File: src/rtl/tcw_pkg.sv
// ----------------------------------------------------------------------------
// Text console writer package
// Shared types and fixed constants of the text console writer: function
// codes, field widths, the cell request to the index unit and the sequencer
// states.
// ----------------------------------------------------------------------------
package tcw_pkg;

    // Fixed field widths of the stream words.
    localparam int CHAR_W = 8;
    localparam int ATTR_W = 8;
    localparam int COL_FW = 7;
    localparam int ROW_FW = 5;
    localparam int CELL_W = 16;
    localparam int POS_W  = 11;

    // Character and cell codes.
    localparam logic [CHAR_W-1:0] NEWLINE_CODE = 8'd10;
    localparam logic [CELL_W-1:0] BLANK_CELL   = 16'h0720;
    localparam logic [ATTR_W-1:0] ATTR_RESET   = 8'h07;

    // Function selector carried in tuser.
    typedef enum logic [1:0] {
        FUNC_PUT_CHAR = 2'd0,
        FUNC_READ     = 2'd1,
        FUNC_PUT_AT   = 2'd2,
        FUNC_NOP      = 2'd3
    } t_func;

    // Request to the shared index unit.
    typedef struct packed {
        logic              load;
        logic              use_base;
        logic [ROW_FW-1:0] base;
        logic [ROW_FW-1:0] row;
        logic [COL_FW-1:0] col;
    } t_index_req;

    // Sequencer states.
    typedef enum logic [3:0] {
        ST_CLEAR,
        ST_IDLE,
        ST_DECODE,
        ST_WRITE,
        ST_READ,
        ST_MOVE,
        ST_BLANK_START,
        ST_BLANK,
        ST_POS,
        ST_DONE
    } t_state;

endpackage

File: src/rtl/tcw_index_unit.sv
// ----------------------------------------------------------------------------
// Text console index unit
// Shared address unit: maps a row and column to a linear cell index, with an
// optional ring offset on the row, and registers the result.
// ----------------------------------------------------------------------------
module tcw_index_unit
    import tcw_pkg::*;
#(
    parameter int SCREEN_COLS = 80,
    parameter int SCREEN_ROWS = 25
) (
    input  logic                                     i_clk,
    input  t_index_req                               i_req,
    output logic [$clog2(SCREEN_COLS*SCREEN_ROWS)-1:0] o_index
);

    localparam int ROW_W = $clog2(SCREEN_ROWS);
    localparam int COL_W = $clog2(SCREEN_COLS);
    localparam int IDX_W = $clog2(SCREEN_COLS * SCREEN_ROWS);

    logic [ROW_W:0]     w_sum;
    logic [ROW_W-1:0]   w_phys_row;
    logic [IDX_W-1:0]   n_index;
    logic [IDX_W-1:0]   r_index;

    // Ring offset on the row: both terms are below the row count, so one
    // compare and subtract brings the sum back into range.
    always_comb begin
        w_sum = {1'b0, i_req.row[ROW_W-1:0]};
        if (i_req.use_base) begin
            w_sum = w_sum + {1'b0, i_req.base[ROW_W-1:0]};
        end
        if (w_sum >= (ROW_W+1)'(SCREEN_ROWS)) begin
            w_sum = w_sum - (ROW_W+1)'(SCREEN_ROWS);
        end
        w_phys_row = w_sum[ROW_W-1:0];
        n_index = IDX_W'(w_phys_row) * IDX_W'(SCREEN_COLS)
                + IDX_W'(i_req.col[COL_W-1:0]);
    end

    // The index is held until the next request.
    always_ff @(posedge i_clk) begin
        if (i_req.load) begin
            r_index <= n_index;
        end
    end

    assign o_index = r_index;

endmodule

File: config.mk
export PLATFORM = sky130hd
export DESIGN_NAME = tcw_index_unit
export DESIGN_NICKNAME = d
export VERILOG_FILES = /design/src/rtl/tcw_pkg.sv /design/src/rtl/tcw_index_unit.sv
export SDC_FILE = /design/constraint.sdc
export NUM_CORES = 1
export LEC_CHECK = 0
export BUFFER_PORTS_ARGS = -buffer_cell sky130_fd_sc_hd__buf_2
export CAP_MARGIN = 25
export CORE_UTILIZATION = 25
export DETAILED_ROUTE_END_ITERATION = 8
export GPL_TIMING_DRIVEN = 0
export PLACE_DENSITY = 0.41
export RECOVER_POWER = 25
export SYNTH_ARGS = -nofsm -noshare
export SYNTH_HDL_FRONTEND = slang
export SYNTH_SLANG_ARGS = --single-unit
File: constraint.sdc
create_clock -name i_clk -period 6.6 [get_ports i_clk]
set_input_delay 1.32 -clock i_clk [delete_from_list [all_inputs] [get_ports i_clk]]
set_output_delay 1.32 -clock i_clk [all_outputs]
set_load 0.005 [all_outputs]
# Word-level counts from Yosys, hierarchy flattened

Cells that the tools add are included.

Register bits after elaboration: 11
Latch bits: 0
RAM bits: 0
ROM bits: 0
Input bits: 20
Logic and storage cells: 8
Memories: 0

Add/sub/neg operators: 3
$mul: 1
Div/mod/pow operators: 0
$lt $le $gt $ge: 1
Eq/ne operators: 0
Shift operators: 0
Muxes and demuxes: 2
Bitwise gates (word level): 0
Reduce and logical (&&, ||, !) cells: 0

Operators with widths:

| kind                  | count |
|---|---|
| $add A11 B7 Y11       | 1 |
| $mul A5 B3 Y7 const B | 1 |
| $add A5 B5 Y6         | 1 |
| $ge A6 B5 Y1 const B  | 1 |
| $mux W6               | 1 |
| $mux W5               | 1 |
| $sub A5 B5 Y5 const B | 1 |

# Depth between registers and ports, before layout

Gate-level depths: netlist (run 1).

Depth in word-level cells: 6
Mapped depth: 16
Depth with buffers taken out: 16

# Worst setup path before layout (run 1)

No wires, ideal clock.

Path kind: input to register
Start: input i_req[7] (netlist name)
End: register r_index[10] (netlist: o_index[10]) (data pin)
Arrival time: 4950 ps
Setup slack: 1388 ps
Stages on the path: 16
Cell sequence: ha_1 -> fa_1 -> a21o_1 -> a21oi_2 -> xnor2_1 -> a32oi_1 -> o21ai_1 -> mux2i_1 -> ha_1 -> ha_1 -> fa_1 -> nand3_1 -> or3_1 -> a21oi_1 -> a211oi_1 -> xnor2_1

Cells in the longest elaborated chain, start to end: 6
Elaborated cells on any way between the ends: 7

Ends and longest elaborated chain:

| what                                          | RTL line                                   | RTL |
|---|---|---|
| from (decl)                                   | tcw_index_unit.sv:13                       | `input t_index_req i_req,` |
| $add A5 B5 Y6                                 | tcw_index_unit.sv:31                       | `w_sum = w_sum + {1'b0, i_req.base[ROW_W-1:0]};` |
| $mux W6 (*)                                   | tcw_index_unit.sv:30                       | `if (i_req.use_base) begin` |
| $sub A5 B5 Y5 or $ge A6 B5 Y1 (tied branches) | tcw_index_unit.sv:34, tcw_index_unit.sv:33 |  |
| $mux W5 (*)                                   | tcw_index_unit.sv:33                       | `if (w_sum >= (ROW_W+1)'(SCREEN_ROWS)) begin` |
| $mul A5 B3 Y7 (*)                             | tcw_index_unit.sv:37                       | `n_index = IDX_W'(w_phys_row) * IDX_W'(SCREEN_COLS)` |
| $add A11 B7 Y11 (*)                           | tcw_index_unit.sv:38                       | `+ IDX_W'(i_req.col[COL_W-1:0]);` |
| net n_index[10]                               | tcw_index_unit.sv:23                       | `logic [IDX_W-1:0] n_index;` |
| to (signal assigned)                          | tcw_index_unit.sv:44                       | `r_index <= n_index;` |
| to (decl)                                     | tcw_index_unit.sv:24                       | `logic [IDX_W-1:0] r_index;` |

Mark *: on every way through the listed nets, which the timed path passes. The rest lies on a longest branch.
A chain may end at the register's enable or synchronous reset.

# Final worst setup path (run 1)

Ends and elaborated chain as after synthesis.

==> results of run 1 <==
## stage by stage
stage / setup slack (ps) / power (W) / instance area, sq um
after floorplan: 1388 / 0.0002517 / 1039
after global placement: 914.9 / 0.0002977 / 1246
after detailed placement: 830.8 / 0.0003021 / 1246
after CTS: 1067 / 0.0003703 / 1291
after global routing: 786.8 / 0.0003971 / 1290
final: 1115 / 0.0003614 / 1290
## critical path: cells and delay by family
kind	cells	cell delay, ps
compound gates	6	990
buf+inv	1	110
xor+xnor	2	310
fa+ha+maj	5	1750
mux	1	440
simple gates	2	540
## per-layer routing
layer,track usage,vias up
met4,0.03989,0
met2,0.1875,23
met3,0.006849,2
li1,-,425
met5,0,-
met1,0.09420,369
## cell usage in the layout, fill, tap and decap left out, types with 2 or more instances in the layout
cell / netlist / routed
buf_2: 1 / 29
ha_1: 16 / 16
edfxtp_1: 11 / 11
xnor2_1: 7 / 7
a21o_1: 6 / 6
nor2_1: 6 / 6
nand2_1: 5 / 5
inv_1: 4 / 4
mux2i_1: 4 / 4
a21oi_1: 4 / 4
a211oi_1: 3 / 3
nand3_1: 3 / 3
fa_1: 3 / 3
clkbuf_8: 0 / 3
o21ai_0: 2 / 2
xor2_1: 2 / 2
nor2b_1: 2 / 2
clkbuf_1: 0 / 2
## power breakdown
part / switching [W] / internal [W]
Clock: 0.0000224 / 0.0000422
Combinational: 0.0000931 / 0.0000908
Sequential: 0.00000364 / 0.000109
Total: 0.000119 / 0.000242
## path summary, 6_finish.rpt
check	from	to	slack [ps]	depth (start not counted)
worst max-delay path	i_req[7]	o_index[10]$_DFFE_PP_	1120	17
worst min-delay path	i_req[0]	o_index[0]$_DFFE_PP_	1270	1
## logic make-up (layout without fill, tap and decap cells)
kind of cell,after synthesis,count (layout),synth area share
compound gates,28,28,0.2000
xor+xnor,9,9,0.07591
fa+ha+maj,19,19,0.2506
buf+inv,5,38,0.01927
flops,11,11,0.3181
mux,5,5,0.05301
simple gates,19,19,0.08313
## layout make-up
type	instances	area [sq um]	share of cell area
inverter	4	15.01	0.01164
sequential	11	330.3	0.2561
multi-input combinational	80	688.2	0.5335
timing repair buffer	29	143.9	0.1115
tap	50	62.56	0.04850
buffer	1	5.005	0.003880
clock buffer	4	45.04	0.03492
==> results.toml, run 1 <==
[run_status]
outcome = "finished clean"

[flow_run]
maxCapViolCount = 0

[yosys]
synth_commonest_cells = "ha_1 (16), edfxtp_1 (11), xnor2_1 (7), a21o_1 (6), nor2_1 (6)"
synthArstFlopShare = 0
synth_top_cell_area_share = 0.3181
synth_most_common_cell = "ha_1"
yosysUniqueCellTypes = 33
synthTopCellsByArea = "edfxtp_1 (32%), ha_1 (19%), xnor2_1 (5.9%)"
synth_edf_count = 11
syn_nets = 135
synth_top_area_cell = "edfxtp_1"
synth_ff_type = "edfxtp_1"
ys_seq_elements = 11
syn_inst = 96
syn_avg_cell_area_sq_um = 10.82
ys_warn_count = 0
synth_area_sq_um = 1038
seq_area_frac_synth = 0.3181

[global_route]
grt_pass1_wl_mm = 3.160
track_usage = 0.09238
grt_pass1_vias = 815
grt_max_degree = 12
overflow = 0
antenna_found_initial = 0

[die]
die_area_sq_um = 4416
die_w_um = 66.45
core_sq_um = 4000
die_y_um = 66.45
fp-row-count = 23
initial_core_util = 0.2596
pin_count = 31

[sta]
finalSetupViolCount = 0
rsz0062_at_grt = "false"
worstMarginPinSlew_ps = 562.0
hold_viol = 0
fin_hold_ws_ps = 1265
tns_ps = 0
fmax_mhz = 182.3
period_minus_slack_ps = 5485
drv_slew = 0
slew_headroom = 0.6254
post-route-period-util = 0.8310

[critical_path]
startpoint_type = "input pin"
cp.required_ps = 6570
cp.arrival_ps = 5460
critical_path_class = "input pin to register"
cp-end-kind = "register"
path_common_cell = "ha_1"
crit_chain = "buf_2 -> ha_1 -> fa_1 -> a21o_1 -> a21oi_2 -> xnor2_1 -> a32oi_1 -> o21ai_1 -> mux2i_1 -> ha_1 -> ha_1 -> fa_1 -> nand3_1 -> or3_1 -> a21oi_1 -> a211oi_1 -> xnor2_1"
slowest_stage = "fa_1"
path_max_fanout = 4
cpPeakStageDelay_ps = 540

[route]
detail_route.wl_per_cell_um = 10.58
wl_met3_um = 96
via_count = 819
wl_met1_um = 821
wl_met2_um = 971
drcViolationCount = 0
viasPerCell = 4.575
top_layer = "met4"
antenna_left = 0
routed_wl_mm = 1.893
drt-initial-drc-count = 38
dr.pass1.iters = 4

[layout]
largest_register_ffs = 11
fillerInstances = 421
diodes = 0
layout-drive-gt1-share = 0.2868
layout.nets = 169
instances_no_fill = 179
syn_to_final_growth_pct = 24.22
final_util = 0.3225

[pwr]
peakVddDrop_uv = 65.64
p_leak_nw = 0.5900
power_density_nw_per_um2 = 280.1

[clocking]
root_buffer = "clkbuf_8"
post_cts_buffers = 0
hold_buffers = 0
clock_path_buffers = 2
h-tree-depth = 1
tritoncts = "done"
cts_buffers = 3
clk_pin_slew_ps = 50
cts.sinks = 11
ctsResizeCount = 0

[placed_design]
place.gp.congestion = 0.8017
dp_cells = 175
hpwl_mm = 1.686
io_buffers = 29

[worst_hold_path]
hp-class = "input pin to register"
Note: power is estimated with default switching activity, not from simulation.
==> run 2: changes to the inputs <==
--- a/config.mk
+++ b/config.mk
@@ -10,7 +10,7 @@
 export CORE_UTILIZATION = 25
 export DETAILED_ROUTE_END_ITERATION = 8
 export GPL_TIMING_DRIVEN = 0
-export PLACE_DENSITY = 0.41
+export PLACE_DENSITY = 0.42
 export RECOVER_POWER = 25
 export SYNTH_ARGS = -nofsm -noshare
 export SYNTH_HDL_FRONTEND = slang
==> constraint.sdc (replaced) <==
create_clock -name i_clk -period 4.5 [get_ports i_clk]
set_input_delay 0.9 -clock i_clk [delete_from_list [all_inputs] [get_ports i_clk]]
set_output_delay 0.9 -clock i_clk [all_outputs]
set_load 0.005 [all_outputs]
==> run 2 against run 1 <==
The flow now finishes with violations (negative setup slack). Global-route usage increased by 0.46 points. Die area stayed put. Worst setup slack lost 1200 ps. Final area is 14% higher. Worst hold slack got worse by 420 ps. Sequential power up 47%. Non-clock buffer count is 6 higher. Total power up 68%. Sequential cell count stayed put. Clock power increased by 48%. Largest cell class unchanged.
==> results.toml, run 2 (synthesis results as in run 1) <==
[global_route]
grt_pass1_wl_mm = 3.339
track_usage = 0.09702
grt_pass1_vias = 850
grt_max_degree = 12
antenna_found_initial = 0
overflow = 0

[layout]
final_util = 0.3672
layout.nets = 175
layout_common_cells = "buf_2 (27), ha_1 (12), edfxtp_1 (11)"
syn_to_final_growth_pct = 41.45
layout-drive-gt1-share = 0.4519
diodes = 0
final_common_cell = "buf_2"
largest_register_ffs = 11
final_area_sq_um = 1469

[sta]
fin_ws_ps = -35.74
fmax_mhz = 220.5
worstMarginPinSlew_ps = 597.3
rsz0062_at_grt = "true"
finalSetupViolCount = 1
post-route-period-util = 1.008
drv_slew = 0
hold_viol = 0
fin_hold_ws_ps = 841.4
period_minus_slack_ps = 4536
slew_headroom = 0.6018

[pwr]
p_leak_nw = 0.6336
power_density_nw_per_um2 = 412.4
peakVddDrop_uv = 101.9

[critical_path]
crit_chain = "buf_6 -> ha_4 -> fa_2 -> a21o_1 -> a21oi_2 -> xnor2_2 -> a32oi_2 -> o21ai_2 -> mux2i_4 -> ha_4 -> ha_4 -> fa_1 -> nand3_2 -> or3_4 -> a21oi_2 -> a211oi_2 -> xnor2_1"
cp-end-kind = "register"
slowest_stage = "fa_1"
crit_buf_inv = 1
cpPeakStageDelay_ps = 530
critical_path_class = "input pin to register"
cp.arrival_ps = 4510
startpoint_type = "input pin"
path_common_cell = "ha_4"
cp.required_ps = 4470
cp_top_family = "adder cells"
path_max_fanout = 3

[route]
dr.pass1.iters = 4
top_layer = "met3"
detail_route.wl_per_cell_um = 11.10
wl_met1_um = 899
via_count = 839
routed_wl_mm = 2.054
antenna_left = 0
wl_met2_mm = 1.037
drcViolationCount = 0
viasPerCell = 4.535
drt-initial-drc-count = 19
wl_met3_um = 117

[worst_hold_path]
worstHoldEndpoint = "o_index[2]$_DFFE_PP_"
worstHoldStart = "i_req[2]"
hp-class = "input pin to register"
hold_path_depth = 1

[die]
pin_count = 31
core_sq_um = 4000
die_w_um = 66.45
fp-row-count = 23
die_area_sq_um = 4416
die_y_um = 66.45
initial_core_util = 0.2596

[clocking]
clk_pin_slew_ps = 50
root_buffer = "clkbuf_8"
cts.sinks = 11
tritoncts = "done"
cts_buffers = 3
hold_buffers = 0
h-tree-depth = 1
clock_path_buffers = 2

[flow_run]
maxCapViolCount = 0

[run_status]
outcome = "finished, violations left"
violations = "negative setup slack"

[placed_design]
place.gp.congestion = 0.7290
hpwl_mm = 1.693
io_buffers = 29
postPlaceCellArea_sq_um = 1276
[run 2: metrics by stage]
stage | cells | setup TNS [ps] | setup slack [ps] | power (W)
floorplan | 96 | -46.14 | -46.14 | 0.0003792
global placement | 175 | -441.3 | -441.3 | 0.0004456
detailed placement | 175 | -531.6 | -531.6 | 0.0004535
CTS | 182 | 0 | 13.10 | 0.0005783
global route | 185 | -173.6 | -173.6 | 0.0006655
finish | 185 | -35.74 | -35.74 | 0.0006057
[run 2: where the power goes]
| group | switching, W | total [W] | internal (W) |
|---|---|---|---|
| clock | 0.0000338 | 0.0000957 | 0.0000619 |
| sequential | 0.00000565 | 0.000166 | 0.000160 |
| combinational | 0.000162 | 0.000344 | 0.000182 |
[run 2: how the worst max path moves through the flow]
| stage | cells after the start | start | endpoint |
|---|---|---|---|
| floorplan | 16 | i_req[7] | o_index[10]$_DFFE_PP_ |
| global placement | 17 | i_req[7] | o_index[10]$_DFFE_PP_ |
| detailed placement | 17 | i_req[7] | o_index[10]$_DFFE_PP_ |
| CTS | 17 | i_req[7] | o_index[10]$_DFFE_PP_ |
| global route | 17 | i_req[12] | o_index[10]$_DFFE_PP_ |
| finish | 17 | i_req[12] | o_index[10]$_DFFE_PP_ |
[run 2: cell type report]
class / instances / area, sq um
Buffer: 1 / 5.005
Multi-Input combinational cell: 80 / 809.5
Fill cell: 400 / 2531
Inverter: 4 / 15.01
Sequential cell: 11 / 330.3
Clock buffer: 4 / 45.04
Timing Repair Buffer: 35 / 201.4
Tap cell: 50 / 62.56
[run 2: per-layer routing]
metal | GRT usage | vias to the layer above
met5 | 0 | -
met4 | 0.03989 | 0
met3 | 0.008562 | 0
met2 | 0.1977 | 25
met1 | 0.09824 | 375
li1 | - | 439
[run 2: repair_timing]
item                       4_1_cts  5_1_grt
pin swaps                        7       15
setup buffers                    3        3
setup endpoints to repair        1        1
gates resized for setup          6       11
